==> src/hdl/yrp_pkg.sv <==
// Package for the YUYV to RGB pair converter: payload structs, fixed-point
// coefficients, stage control structs and the clamp function.
// Depends on nothing.
package yrp_pkg;

	localparam int COEF_FRAC_BITS = 10;

	// Signed widths: coefficients stay below 4.0, luma and chroma deltas fit 9 bits.
	localparam int COEF_W  = COEF_FRAC_BITS + 3;
	localparam int DELTA_W = 9;
	localparam int PROD_W  = COEF_W + DELTA_W;
	localparam int SUM_W   = PROD_W + 2;

	localparam int K_Y_I  = ((1164 << COEF_FRAC_BITS) + 500) / 1000;
	localparam int K_VR_I = ((1596 << COEF_FRAC_BITS) + 500) / 1000;
	localparam int K_VG_I = ((813 << COEF_FRAC_BITS) + 500) / 1000;
	localparam int K_UG_I = ((391 << COEF_FRAC_BITS) + 500) / 1000;
	localparam int K_UB_I = ((2018 << COEF_FRAC_BITS) + 500) / 1000;

	localparam logic signed [COEF_W-1:0] K_Y  = COEF_W'(K_Y_I);
	localparam logic signed [COEF_W-1:0] K_VR = COEF_W'(K_VR_I);
	localparam logic signed [COEF_W-1:0] K_VG = COEF_W'(K_VG_I);
	localparam logic signed [COEF_W-1:0] K_UG = COEF_W'(K_UG_I);
	localparam logic signed [COEF_W-1:0] K_UB = COEF_W'(K_UB_I);

	localparam logic signed [DELTA_W-1:0] LUMA_OFS   = 9'sd16;
	localparam logic signed [DELTA_W-1:0] CHROMA_OFS = 9'sd128;

	localparam logic [7:0] BYTE_MAX = 8'hff;

	typedef struct packed {
		logic [7:0] luma_first;
		logic [7:0] chroma_blue;
		logic [7:0] luma_second;
		logic [7:0] chroma_red;
	} yuyv_word_t;

	typedef struct packed {
		logic [7:0] red_first;
		logic [7:0] green_first;
		logic [7:0] blue_first;
		logic [7:0] red_second;
		logic [7:0] green_second;
		logic [7:0] blue_second;
	} rgb_pair_t;

	// Load enables for the four pipeline stages.
	typedef struct packed {
		logic s1;
		logic s2;
		logic s3;
		logic s4;
	} stage_en_t;

	// Occupancy of the four pipeline stages.
	typedef struct packed {
		logic s1;
		logic s2;
		logic s3;
		logic s4;
	} stage_vld_t;

	// Floor shift (arithmetic) followed by a clamp to 0..255.
	function automatic logic [7:0] clamp_byte(input logic signed [SUM_W-1:0] s);
		logic signed [SUM_W-1:0] q;
		logic [7:0] r;
		q = s >>> COEF_FRAC_BITS;
		if (q[SUM_W-1]) begin
			r = 8'h00;
		end else if (|q[SUM_W-2:8]) begin
			r = BYTE_MAX;
		end else begin
			r = q[7:0];
		end
		return r;
	endfunction

endpackage

==> src/hdl/yuyv_to_rgba_pair.sv <==
// Top level of the YUYV macropixel to RGB pair converter (BT.601 video range).
// Depends on yrp_pkg, yrp_ctrl, yrp_product and yrp_combine.
//
//   channel   valid / ready          word
//   input     pix_valid / pix_ready  pix_word  (yuyv_word_t: Y0, U, Y1, V)
//   output    rgb_valid / rgb_ready  rgb_word  (rgb_pair_t: two RGB pixels)
//
// Four register stages: offsets, products, channel sums, clamp into the output
// register. An accepted word moves through the stages in that order into the
// output register, and one word is taken every cycle while the output is taken.
// Reset clears the stage valid bits only; the data registers hold no reset.
// A stall at the output holds each full stage with no gap after it; gaps still fill.
module yuyv_to_rgba_pair import yrp_pkg::*; (
	input  logic       clk,
	input  logic       arst_n,
	input  logic       pix_valid,
	output logic       pix_ready,
	input  yuyv_word_t pix_word,
	output logic       rgb_valid,
	input  logic       rgb_ready,
	output rgb_pair_t  rgb_word
);

	stage_en_t               en;
	stage_vld_t              vld;
	logic signed [PROD_W-1:0] ly_first_s2, ly_second_s2, vr_s2, vg_s2, ug_s2, ub_s2;

	yrp_ctrl u_ctrl (
		.clk       (clk),
		.arst_n    (arst_n),
		.pix_valid (pix_valid),
		.pix_ready (pix_ready),
		.rgb_valid (rgb_valid),
		.rgb_ready (rgb_ready),
		.en        (en),
		.vld       (vld)
	);

	yrp_product u_product (
		.clk          (clk),
		.en           (en),
		.pix_word     (pix_word),
		.ly_first_s2  (ly_first_s2),
		.ly_second_s2 (ly_second_s2),
		.vr_s2        (vr_s2),
		.vg_s2        (vg_s2),
		.ug_s2        (ug_s2),
		.ub_s2        (ub_s2)
	);

	yrp_combine u_combine (
		.clk          (clk),
		.en           (en),
		.ly_first_s2  (ly_first_s2),
		.ly_second_s2 (ly_second_s2),
		.vr_s2        (vr_s2),
		.vg_s2        (vg_s2),
		.ug_s2        (ug_s2),
		.ub_s2        (ub_s2),
		.rgb_word     (rgb_word)
	);

	// A ready output lets the whole pipeline move.
	a_flow: assert property (@(posedge clk) disable iff (!arst_n)
		rgb_ready |-> pix_ready)
		else $error("input stalled while output was ready");

	// The input only stalls when every stage is full and the output is held.
	a_full_stall: assert property (@(posedge clk) disable iff (!arst_n)
		!pix_ready |-> (vld.s1 && vld.s2 && vld.s3 && vld.s4 && !rgb_ready))
		else $error("input stalled with an empty stage");

	// An accepted word occupies the first stage on the next cycle.
	a_capture: assert property (@(posedge clk) disable iff (!arst_n)
		(pix_valid && pix_ready) |=> vld.s1)
		else $error("accepted word not captured");

	// A held output word stays valid and unchanged.
	a_hold: assert property (@(posedge clk) disable iff (!arst_n)
		(vld.s4 && !rgb_ready) |=> (vld.s4 && $stable(rgb_word)))
		else $error("held stage lost its word");

endmodule

==> src/hdl/yrp_ctrl.sv <==
// Stage control for the converter pipeline: valid bits and load enables.
// Depends on yrp_pkg.
module yrp_ctrl import yrp_pkg::*; (
	input  logic       clk,
	input  logic       arst_n,
	input  logic       pix_valid,
	output logic       pix_ready,
	output logic       rgb_valid,
	input  logic       rgb_ready,
	output stage_en_t  en,
	output stage_vld_t vld
);

	logic vld_s1, vld_s2, vld_s3, vld_s4;

	// A stage loads when it is empty or its content moves on this cycle.
	always_comb begin
		en.s4 = !vld_s4 || rgb_ready;
		en.s3 = !vld_s3 || en.s4;
		en.s2 = !vld_s2 || en.s3;
		en.s1 = !vld_s1 || en.s2;
	end

	always_ff @(posedge clk or negedge arst_n) begin
		if (!arst_n) begin
			vld_s1 <= 1'b0;
			vld_s2 <= 1'b0;
			vld_s3 <= 1'b0;
			vld_s4 <= 1'b0;
		end else begin
			if (en.s1) vld_s1 <= pix_valid;
			if (en.s2) vld_s2 <= vld_s1;
			if (en.s3) vld_s3 <= vld_s2;
			if (en.s4) vld_s4 <= vld_s3;
		end
	end

	assign pix_ready = en.s1;
	assign rgb_valid = vld_s4;
	assign vld       = '{s1: vld_s1, s2: vld_s2, s3: vld_s3, s4: vld_s4};

endmodule

==> src/hdl/yrp_product.sv <==
// Front half of the converter: offset removal, then the six coefficient products.
// Depends on yrp_pkg.
module yrp_product import yrp_pkg::*; (
	input  logic                     clk,
	input  stage_en_t                en,
	input  yuyv_word_t               pix_word,
	output logic signed [PROD_W-1:0] ly_first_s2,
	output logic signed [PROD_W-1:0] ly_second_s2,
	output logic signed [PROD_W-1:0] vr_s2,
	output logic signed [PROD_W-1:0] vg_s2,
	output logic signed [PROD_W-1:0] ug_s2,
	output logic signed [PROD_W-1:0] ub_s2
);

	logic signed [DELTA_W-1:0] yd_first_s1, yd_second_s1, ud_s1, vd_s1;

	always_ff @(posedge clk) begin
		if (en.s1) begin
			yd_first_s1  <= $signed({1'b0, pix_word.luma_first}) - LUMA_OFS;
			yd_second_s1 <= $signed({1'b0, pix_word.luma_second}) - LUMA_OFS;
			ud_s1        <= $signed({1'b0, pix_word.chroma_blue}) - CHROMA_OFS;
			vd_s1        <= $signed({1'b0, pix_word.chroma_red}) - CHROMA_OFS;
		end
	end

	always_ff @(posedge clk) begin
		if (en.s2) begin
			ly_first_s2  <= PROD_W'(K_Y) * PROD_W'(yd_first_s1);
			ly_second_s2 <= PROD_W'(K_Y) * PROD_W'(yd_second_s1);
			vr_s2        <= PROD_W'(K_VR) * PROD_W'(vd_s1);
			vg_s2        <= PROD_W'(K_VG) * PROD_W'(vd_s1);
			ug_s2        <= PROD_W'(K_UG) * PROD_W'(ud_s1);
			ub_s2        <= PROD_W'(K_UB) * PROD_W'(ud_s1);
		end
	end

endmodule

==> src/hdl/yrp_combine.sv <==
// Back half of the converter: channel sums, then shift, clamp and output register.
// Depends on yrp_pkg.
module yrp_combine import yrp_pkg::*; (
	input  logic                     clk,
	input  stage_en_t                en,
	input  logic signed [PROD_W-1:0] ly_first_s2,
	input  logic signed [PROD_W-1:0] ly_second_s2,
	input  logic signed [PROD_W-1:0] vr_s2,
	input  logic signed [PROD_W-1:0] vg_s2,
	input  logic signed [PROD_W-1:0] ug_s2,
	input  logic signed [PROD_W-1:0] ub_s2,
	output rgb_pair_t                rgb_word
);

	logic signed [SUM_W-1:0] r_first_s3, g_first_s3, b_first_s3;
	logic signed [SUM_W-1:0] r_second_s3, g_second_s3, b_second_s3;
	logic signed [SUM_W-1:0] ly1, ly2, vr, vg, ug, ub;
	rgb_pair_t               rgb_s4;

	assign ly1 = SUM_W'(ly_first_s2);
	assign ly2 = SUM_W'(ly_second_s2);
	assign vr  = SUM_W'(vr_s2);
	assign vg  = SUM_W'(vg_s2);
	assign ug  = SUM_W'(ug_s2);
	assign ub  = SUM_W'(ub_s2);

	always_ff @(posedge clk) begin
		if (en.s3) begin
			r_first_s3  <= ly1 + vr;
			g_first_s3  <= ly1 - vg - ug;
			b_first_s3  <= ly1 + ub;
			r_second_s3 <= ly2 + vr;
			g_second_s3 <= ly2 - vg - ug;
			b_second_s3 <= ly2 + ub;
		end
	end

	always_ff @(posedge clk) begin
		if (en.s4) begin
			rgb_s4.red_first    <= clamp_byte(r_first_s3);
			rgb_s4.green_first  <= clamp_byte(g_first_s3);
			rgb_s4.blue_first   <= clamp_byte(b_first_s3);
			rgb_s4.red_second   <= clamp_byte(r_second_s3);
			rgb_s4.green_second <= clamp_byte(g_second_s3);
			rgb_s4.blue_second  <= clamp_byte(b_second_s3);
		end
	end

	assign rgb_word = rgb_s4;

endmodule
==> config.mk <==
export PLATFORM = sky130hd
export DESIGN_NAME = yuyv_to_rgba_pair
export DESIGN_NICKNAME = d
export VERILOG_FILES = /design/src/hdl/yrp_pkg.sv /design/src/hdl/yuyv_to_rgba_pair.sv /design/src/hdl/yrp_ctrl.sv /design/src/hdl/yrp_product.sv /design/src/hdl/yrp_combine.sv
export SDC_FILE = /design/constraint.sdc
export NUM_CORES = 1
export LEC_CHECK = 0
export BUFFER_PORTS_ARGS = -buffer_cell sky130_fd_sc_hd__buf_2
export CORE_ASPECT_RATIO = 0.6
export CORE_UTILIZATION = 50
export CTS_BUF_LIST = sky130_fd_sc_hd__clkbuf_4 sky130_fd_sc_hd__clkbuf_8
export DETAILED_ROUTE_END_ITERATION = 8
export GPL_TIMING_DRIVEN = 1
export PLACE_DENSITY = 0.74
export SYNTH_ARGS = -nofsm -noshare
export SYNTH_HDL_FRONTEND = slang
export SYNTH_HIERARCHICAL = 1
export SYNTH_SLANG_ARGS = --single-unit
==> constraint.sdc <==
create_clock -name clk -period 5.5 [get_ports clk]
set_input_delay 1.65 -clock clk [delete_from_list [all_inputs] [get_ports clk]]
set_output_delay 1.65 -clock clk [all_outputs]
set_load 0.1 [all_outputs]
==> summary.md, run 1 <==
| Metric | Value |
|---|---|
| CTS clk-pin slew, worst paths | `0.07 ns` |
| Critical path class | `flip-flop to flip-flop` |
| # diodes | `0` |
| Skew-Pair Late Insertion Delay | `0.59 ns` |
| Number of port buffers | `85` |
| Clk sink count | `270` |
| Critical Path RT | `5.82 ns` |
| Layout fillers | `3573` |
| Via count | `14200` |
| Largest net degree at the start of global routing | `78` |
| IO Pins | `86` |
| Die X | `268 µm` |
| Placed cells | `2506` |
| Final cell count without fillers | `2585` |
| Setup Skew | `0.0252 ns` |
| First-pass GRT wire length | `76900 µm` |
| Ys Warns | `6` |
| Clk root buf | `clkbuf_8` |
| Final Worst Setup Slack | `0.943 ns` |
| Initial antenna violation count | `0` |
| Worst hold path type | `flip-flop to flip-flop` |
| RD Place Congestion | `0.931` |
| Max Fclk | `0.219 GHz` |
| Arr. time, crit path | `4.88 ns` |
| Die area | `43400 µm²` |
| Initial DRC Count | `1052` |
| Hold path depth | `1` |
| Maximum fanout along the worst path | `5` |
| Register area | `8090 µm²` |
| Post-Synthesis Cell Area | `21300 µm²` |
| Status | `finished clean` |
| Number of global-route vias before repair | `13900` |
| Setup Buffers After CTS | `0` |
| Area of the multi-input gates | `12200 µm²` |
| Fin. Hold Viols | `0` |
| Core footprint | `41900 µm²` |
| CTS buffer count | `43` |
| Vias per inst | `5.47` |
| Syn avg cell area | `11.3 µm²` |
| Max-slew violation count | `0` |
| RSZ-0062 raised after global routing | `false` |
| HPWL after DPL | `40500 µm` |
| Post-route cell area | `23200 µm²` |
| TritonCTS clock tree | `done` |
| Gate Count Post-Synth | `1878` |
| Worst Tran Pin Value | `0.992 ns` |
| R2R depth | `13` |
| Pre-CTS setup slack | `0.929 ns` |
| Placed Area | `22300 µm²` |
| CTS Hold Bufs | `0` |
| Setup Viol. Count Final | `0` |
| Overflow after GRT | `0` |
| CTS max path bufs | `3` |
| Row count | `58` |
| Nets | `2505` |
| DRC viols | `0` |
| Die H | `162 µm` |
| Slew HR | `0.339` |
| Fraction of layout cells with a size suffix above 1 | `0.0908` |
| CP startpoint kind | `flip-flop` |
| MaxCap Viol Count | `0` |
| WL/cell | `18.9 µm` |
| H-tree level count | `2` |
| TritonRoute pass-1 iters | `5` |
| Shortest period the worst path allows | `4.56 ns` |
| Core Util, Final | `0.553` |
| Resized Gates After CTS | `0` |
| Synthesis-to-layout area growth | `8.85%` |
| Final worst-path cycle share | `0.829` |
| Routed WL | `48900 µm` |
| Final ANT Viol Nets | `0` |
| Initial core utilization | `0.508` |
| Gr usage total | `0.232` |
| CP endpoint kind | `flip-flop` |
registers in the layout, summed over array words and instances, names as in the netlist, 14 cells and up:
register,count
u_combine/g_first_s3,14
u_combine/g_second_s3,14
u_combine/rgb_word,48
u_product/ly_first_s2,18
u_product/ly_second_s2,18
u_product/ub_s2,21
u_product/vg_s2,20
u_product/vr_s2,16
placed cells by master (no fill, tap or decap), drive strengths merged, types with 8 or more instances in the layout:
cell,count
ha,392
edfxtp,266
inv,215
nor2,164
a21oi,113
fa,96
buf,90
xnor2,86
nand2,63
clkbuf,54
o21ai,51
a21o,48
xor2,43
nand3,36
a211oi,24
nor3,23
clkinv,18
o21a,17
o21bai,16
nor2b,16
nand4,15
a31oi,15
nand2b,14
and3,14
conb,12
a211o,8
per-layer routing:
metal / share of wire / GRT usage / vias to the layer above
met5: 0 / 0.00338 / -
li1: - / - / 6923
met1: 0.51 / 0.359 / 6729
met3: 0.096 / 0.0757 / 56
met2: 0.38 / 0.310 / 444
met4: 0.013 / 0.0431 / 0
metrics by stage:
stage	TNS [ns]	hold slack, ns
detailed placement	0	0.484
finish	0	0.495
global route	0	0.551
floorplan	-55.45	0.457
global placement	0	0.481
CTS	0	0.503
worst max-delay path: stages (launching register included):
cell	delay [ns]
edfxtp_1	0.51
ha_1	0.38
ha_1	0.30
inv_1	0.04
fa_1	0.47
inv_1	0.05
fa_1	0.49
ha_1	0.31
ha_1	0.36
a21oi_1	0.19
o22ai_1	0.13
o41ai_1	0.64
o21ai_0	0.24
xor2_1	0.18
layout make-up:
class / instances / area share
Tap cell: 570 / 0.0308
Timing Repair Buffer: 90 / 0.0211
Sequential cell: 270 / 0.349
Clock buffer: 54 / 0.0291
Clock inverter: 25 / 0.0103
Inverter: 214 / 0.0347
Multi-Input combinational cell: 1362 / 0.525
final timing paths:
| check | endpoint | start | slack (ns) |
|---|---|---|---|
| setup / recovery | u_product/ly_first_s2[20]$_DFFE_PP_ | u_product/yd_first_s1[8]$_DFFE_PP_ | 0.94 |
| hold / removal | u_ctrl/vld_s2$_DFFE_PN0P_ | u_ctrl/vld_s1$_DFFE_PN0P_ | 0.50 |
| setup reg to reg | u_product/ly_first_s2[20]$_DFFE_PP_ | u_product/yd_first_s1[8]$_DFFE_PP_ | 0.94 |
| hold reg to reg | u_ctrl/vld_s2$_DFFE_PN0P_ | u_ctrl/vld_s1$_DFFE_PN0P_ | 0.50 |
| max in group asynchronous | u_ctrl/vld_s2$_DFFE_PN0P_ | arst_n | 4.51 |
| min in group asynchronous | u_ctrl/vld_s1$_DFFE_PN0P_ | arst_n | 0.87 |
Power of run 1 is not shown: default switching activity piles up to over one toggle a cycle in this logic, so the estimate is an artifact.
==> inputs of run 2 (changes only) <==
--- a/config.mk
+++ b/config.mk
@@ -11,7 +11,7 @@
 export CTS_BUF_LIST = sky130_fd_sc_hd__clkbuf_4 sky130_fd_sc_hd__clkbuf_8
 export DETAILED_ROUTE_END_ITERATION = 8
 export GPL_TIMING_DRIVEN = 1
-export PLACE_DENSITY = 0.74
+export PLACE_DENSITY = 0.76
 export SYNTH_ARGS = -nofsm -noshare
 export SYNTH_HDL_FRONTEND = slang
 export SYNTH_HIERARCHICAL = 1
==> constraint.sdc (replaced) <==
create_clock -name clk -period 3.7 [get_ports clk]
set_input_delay 1.11 -clock clk [delete_from_list [all_inputs] [get_ports clk]]
set_output_delay 1.11 -clock clk [all_outputs]
set_load 0.1 [all_outputs]
==> run 2 against run 1 <==
  * Largest cell class unchanged
  * Clock-buffer cell count down 5
  * Flip-flop and latch count unchanged
  * The flow now finishes with violations (setup timing)
  * Cell count up 5.3%
==> summary.md, run 2 (synthesis gave the netlist of run 1 again) <==
| Metric | Value |
|---|---|
| Status | `finished with violations` |
| Violated checks | `setup timing` |
| Worst setup path start | `u_product/vd_s1[4]$_DFFE_PP_` |
| Synthesis-to-layout area growth | `18.0%` |
| Shortest period the worst path allows | `4.12 ns (-0.435 ns)` |
| CP startpoint kind | `flip-flop` |
| Worst hold path type | `primary input to async pin` |
| Core footprint | `41900 µm² (unchanged)` |
| Initial core utilization | `0.508 (unchanged)` |
| DRC viols | `0 (unchanged)` |
| CTS Hold Bufs | `0 (unchanged)` |
| Fin. Hold Viols | `0 (unchanged)` |
| Layout fillers | `3418 (-4.3%)` |
| Skew-Pair Late Insertion Delay | `0.59 ns (about the same)` |
| Die X | `268 µm (unchanged)` |
| HPWL after DPL | `42300 µm (+4.3%)` |
| Largest register FFs | `48 (unchanged)` |
| Number of port buffers | `85 (unchanged)` |
| Maximum fanout along the worst path | `2 (-3)` |
| Die H | `162 µm (unchanged)` |
| MaxCap Viol Count | `0 (unchanged)` |
| Most common cell after layout, fill and taps aside | `ha_1` |
| Initial antenna violation count | `1 (+1)` |
| H-tree level count | `2 (unchanged)` |
| Initial DRC Count | `1461 (+39%)` |
| Slew HR | `0.358 (+0.0198)` |
| Max-slew violation count | `0 (unchanged)` |
| Clk sink count | `270 (unchanged)` |
| Gr usage total | `0.238 (+0.00604)` |
| Largest net degree at the start of global routing | `56 (-28%)` |
| Die area | `43400 µm² (unchanged)` |
| Nets | `2647 (+5.7%)` |
| Commonest non-fill, non-tap cells in the layout | `351 x ha_1, 266 x edfxtp_1, 195 x inv_1` |
| Worst r2r src | `u_product/vd_s1[4]$_DFFE_PP_` |
| Critical path class | `flip-flop to flip-flop` |
| CTS clk-pin slew, worst paths | `0.06 ns (about the same)` |
| Vias per inst | `5.54 (+1.2%)` |
| Worst Tran Pin Value | `0.962 ns (-0.0297 ns)` |
| Routed WL | `51800 µm (+5.9%)` |
| Setup Viol. Count Final | `21 (+21)` |
| Overflow after GRT | `0 (unchanged)` |
| Via count | `15100 (+6.6%)` |
| Final Worst Setup Slack | `-0.422 ns (-1.37 ns)` |
| CTS buffer count | `43 (unchanged)` |
| Setup TNS Final | `-3.57 ns (-3.57 ns)` |
| Arr. time, crit path | `4.45 ns (-0.43 ns)` |
| Final worst-path cycle share | `1.11 (+0.286)` |
| First-pass GRT wire length | `78700 µm (+2.4%)` |
| RD Place Congestion | `0.957 (+2.7%)` |
| Row count | `58 (unchanged)` |
| WL/cell | `19.0 µm (+0.65%)` |
| TritonRoute pass-1 iters | `6 (+1)` |
| TritonCTS clock tree | `done` |
| Core Util, Final | `0.599 (+0.0467)` |
| CTS max path bufs | `3 (unchanged)` |
| # diodes | `0 (unchanged)` |
| Clk root buf | `clkbuf_8` |
| IO Pins | `86 (unchanged)` |
| Critical Path RT | `4.03 ns (-1.79 ns)` |
| Setup Skew | `0.0229 ns (-0.00229 ns)` |
| Fraction of layout cells with a size suffix above 1 | `0.203 (+0.112)` |
| CP endpoint kind | `flip-flop` |
| RSZ-0062 raised after global routing | `true` |
| Max Fclk | `0.243 GHz (+11%)` |
| Final ANT Viol Nets | `0 (unchanged)` |
| Number of global-route vias before repair | `14500 (+4.0%)` |
run 2: cell types whose count changed in the layout (fill, tap and decap cells not counted), moves of 9 or more:
cell | previous run | this run
ha_4 | 0 | 39
inv_2 | 1 | 18
ha_1 | 392 | 351
a21oi_1 | 112 | 103
o21ai_0 | 43 | 34
inv_1 | 213 | 195
fa_1 | 96 | 86
fa_2 | 0 | 10
buf_4 | 3 | 136
run 2: area by class of cell:
type	count	area [µm²]	area share
Clock inverter	24	204	0.00811
Timing Repair Buffer	232	1600	0.0635
Sequential cell	270	8090	0.322
Tap cell	570	713	0.0284
Multi-Input combinational cell	1362	13100	0.521
Inverter	214	806	0.0321
Clock buffer	49	637	0.0253
run 2: metrics by stage:
step,area [µm²],setup WS (ns),instances,hold slack (ns)
5_1_grt,25100,-0.531,2721,0.280
3_3_place_gp,23600,-0.420,2626,0.479
6_report,25100,-0.422,2721,0.317
4_1_cts,24900,-0.355,2718,0.270
2_1_floorplan,21700,-1.79,1889,0.457
3_5_place_dp,23600,-0.517,2626,0.485
run 2: layer usage:
| layer | vias to the layer above | GRT usage | wire, µm |
|---|---|---|---|
| li1 | 7208 | - | - |
| met1 | 7193 | 0.365 | 24900 |
| met2 | 584 | 0.325 | 20600 |
| met3 | 95 | 0.0682 | 5250 |
| met4 | 0 | 0.0568 | 1030 |
| met5 | - | 0 | 0 |
run 2: worst max-delay path, cell delays in order, from the launching register on:
cell and delay [ns]:
edfxtp_1 0.41, ha_1 0.32, inv_1 0.05, fa_1 0.50
inv_2 0.05, fa_1 0.54, inv_2 0.05, fa_2 0.55
inv_2 0.05, ha_4 0.22, a211oi_4 0.23, nor2_2 0.06
o31a_1 0.28, o21a_1 0.22, o41ai_2 0.25, xnor2_1 0.11
run 2: worst paths after layout:
check,endpoint,slack [ns],depth (start not counted)
setup / recovery,u_product/vr_s2[17]$_DFFE_PP_,-0.42,15
hold reg to reg,u_ctrl/vld_s2$_DFFE_PN0P_,0.50,1
hold / removal,u_ctrl/vld_s2$_DFFE_PN0P_,0.32,1
setup reg to reg,u_product/vr_s2[17]$_DFFE_PP_,-0.42,15
max in group asynchronous,u_ctrl/rgb_valid$_DFFE_PN0P_,3.26,1
min in group clk,u_ctrl/vld_s2$_DFFE_PN0P_,0.50,1
run 2: what timing repair did:
action                     4_1_cts  5_1_grt
setup endpoints to repair       28       33
setup buffers                   19        9
resized for setup               68       35
pin swaps                       42       25
Power of run 2 is left out for the same reason.
==> inputs of run 3 (changes only) <==
--- a/config.mk
+++ b/config.mk
@@ -16,3 +16,4 @@
 export SYNTH_HDL_FRONTEND = slang
 export SYNTH_HIERARCHICAL = 1
 export SYNTH_SLANG_ARGS = --single-unit
+export TNS_END_PERCENT = 1
==> run 3 against run 2 <==
  * Worst setup slack worse by 0.020 ns
  * Utilization down 1.8 points
  * Flip-flop and latch count unchanged
  * Critical endpoint unchanged
  * Fmax down 0.47%
  * The run still ends with setup timing left
  * Clock skew up 0.021 ns
  * First-iteration DRC count down 12%
  * Via count down 1.8%
  * Worst hold slack worse by 0.012 ns
==> summary.md, run 3 (synthesis gave the netlist of run 1 again) <==
| Metric | Value |
|---|---|
| Status | `finished with violations` |
| Violated checks | `setup timing` |
| TritonRoute pass-1 iters | `6 (unchanged)` |
| Die H | `162 µm (unchanged)` |
| Setup Skew | `0.0436 ns (+0.0207 ns)` |
| Clk root buf | `clkbuf_8` |
| Overflow after GRT | `0 (unchanged)` |
| Skew-Pair Late Insertion Delay | `0.61 ns (+0.02 ns)` |
| MaxCap Viol Count | `0 (unchanged)` |
| Max Fclk | `0.241 GHz (-0.47%)` |
| Commonest non-fill, non-tap cells in the layout | `375 x ha_1, 266 x edfxtp_1, 209 x inv_1` |
| Fin. Hold Viols | `0 (unchanged)` |
| Gr usage total | `0.235 (-0.00219)` |
| Routed WL | `50500 µm (-2.5%)` |
| HPWL after DPL | `40800 µm (-3.3%)` |
| H-tree level count | `2 (unchanged)` |
| CP startpoint kind | `flip-flop` |
| WL/cell | `18.7 µm (-1.8%)` |
| Largest register FFs | `48 (unchanged)` |
| CTS clk-pin slew, worst paths | `0.06 ns (about the same)` |
| Shortest period the worst path allows | `4.14 ns (+0.0197 ns)` |
| Initial core utilization | `0.508 (unchanged)` |
| TritonCTS clock tree | `done` |
| Placed cells | `2619 (-0.27%)` |
| CP endpoint kind | `flip-flop` |
| Synthesis-to-layout area growth | `14.5%` |
| RSZ-0062 raised after global routing | `true` |
| Worst hold path type | `primary input to async pin` |
| Core footprint | `41900 µm² (unchanged)` |
| First-pass GRT wire length | `78500 µm (-0.20%)` |
| Die X | `268 µm (unchanged)` |
| CTS buffer count | `44 (+2.3%)` |
| IO Pins | `86 (unchanged)` |
| Maximum fanout along the worst path | `2 (unchanged)` |
| Initial antenna violation count | `0 (-1)` |
| Slew HR | `0.332 (-0.0266)` |
| Max-slew violation count | `0 (unchanged)` |
| CP max-delay cell | `fa_1` |
| Initial DRC Count | `1292 (-12%)` |
| Worst Tran Pin Value | `1.00 ns (+0.0399 ns)` |
| Critical Path RT | `4.04 ns (about the same)` |
| Largest net degree at the start of global routing | `106 (+89%)` |
| Number of global-route vias before repair | `14500 (-0.0069%)` |
| Nets | `2622 (-0.94%)` |
| Critical path class | `flip-flop to flip-flop` |
| CTS max path bufs | `3 (unchanged)` |
| Max incr delay on CP | `0.53 ns (-0.02 ns)` |
| Final cell count without fillers | `2700 (-0.77%)` |
| Fraction of layout cells with a size suffix above 1 | `0.165 (-0.0384)` |
| Core Util, Final | `0.581 (-0.0180)` |
| CTS Hold Bufs | `0 (unchanged)` |
| Most common cell after layout, fill and taps aside | `ha_1` |
| DRC viols | `0 (unchanged)` |
| Final ANT Viol Nets | `0 (unchanged)` |
| Via count | `14800 (-1.8%)` |
| R2R Setup Slk | `-0.44 ns (-0.02 ns)` |
| Clk sink count | `270 (unchanged)` |
| # diodes | `0 (unchanged)` |
| Final worst-path cycle share | `1.12 (+0.00532)` |
| Number of port buffers | `85 (unchanged)` |
| Setup Viol. Count Final | `23 (+9.5%)` |
| CP Cell Sequence | `buf_6 -> ha_2 -> inv_1 -> fa_1 -> inv_2 -> fa_1 -> inv_1 -> fa_1 -> inv_1 -> ha_4 -> a211oi_2 -> nor2_1 -> o31a_1 -> o21a_1 -> o41ai_2 -> xnor2_1` |
| Die area | `43400 µm² (unchanged)` |
| Worst hold margin | `0.304 ns (-0.0124 ns)` |
| Final Worst Setup Slack | `-0.442 ns (-0.0197 ns)` |
| Arr. time, crit path | `4.49 ns (+0.04 ns)` |
| Vias per inst | `5.49 (-0.99%)` |
| Row count | `58 (unchanged)` |
| Setup TNS Final | `-4.46 ns (-0.882 ns)` |
| RD Place Congestion | `0.971 (+1.5%)` |
==> run 3: stage by stage <==
| stage | setup slack [ns] | cell area, µm² |
|---|---|---|
| 3_3_place_gp | -0.542 | 23100 |
| 2_1_floorplan | -1.79 | 21300 |
| 3_5_place_dp | -0.657 | 23100 |
| 5_1_grt | -0.536 | 24400 |
| 6_report | -0.442 | 24400 |
| 4_1_cts | -0.492 | 24200 |
==> run 3: what timing repair did <==
item                                    CTS  global route
gates resized for setup                  42            27
endpoints found under the hold margin     0             0
endpoints found under the setup margin   29            32
pin swaps                                24             4
cloned                                    0             0
buffers inserted                          3             0
==> run 3: worst max-delay path: cells and delay by family, from the launching register on <==
family,cells,cell delay (ns)
AND/OR/NAND/NOR,1,0.08
XOR/XNOR,1,0.10
flip-flops,1,0.42
adder cells (fa/ha/maj),5,1.97
buffers and inverters,5,0.35
AO/OA/AOI/OAI,4,0.96
==> run 3: worst paths after layout <==
kind,depth (start not counted),start,end
setup / recovery,16,u_product/vd_s1[3]$_DFFE_PP_,u_product/vr_s2[17]$_DFFE_PP_
min in group clk,1,u_ctrl/vld_s1$_DFFE_PN0P_,u_ctrl/vld_s2$_DFFE_PN0P_
setup reg to reg,16,u_product/vd_s1[3]$_DFFE_PP_,u_product/vr_s2[17]$_DFFE_PP_
hold / removal,1,arst_n,u_ctrl/rgb_valid$_DFFE_PN0P_
max in group asynchronous,1,arst_n,u_ctrl/vld_s3$_DFFE_PN0P_
hold reg to reg,1,u_ctrl/vld_s1$_DFFE_PN0P_,u_ctrl/vld_s2$_DFFE_PN0P_
==> run 3: layer usage <==
metal  share of wire  GRT usage  vias to the layer above
met5               0          0                        -
met4           0.016     0.0493                        0
met3           0.090     0.0502                       67
met2            0.39      0.326                      517
met1            0.50      0.372                     7081
li1                -          -                     7150
==> run 3: area by class of cell <==
class / count / area (µm²)
repair buffers: 206 / 1350
clock buffers: 60 / 732
well taps: 570 / 713
multi-input cells: 1362 / 12500
fillers: 3461 / 17600
clock inverters: 18 / 155
inverters: 214 / 803
flip-flops and latches: 270 / 8090
Power of run 3 is left out for the same reason.
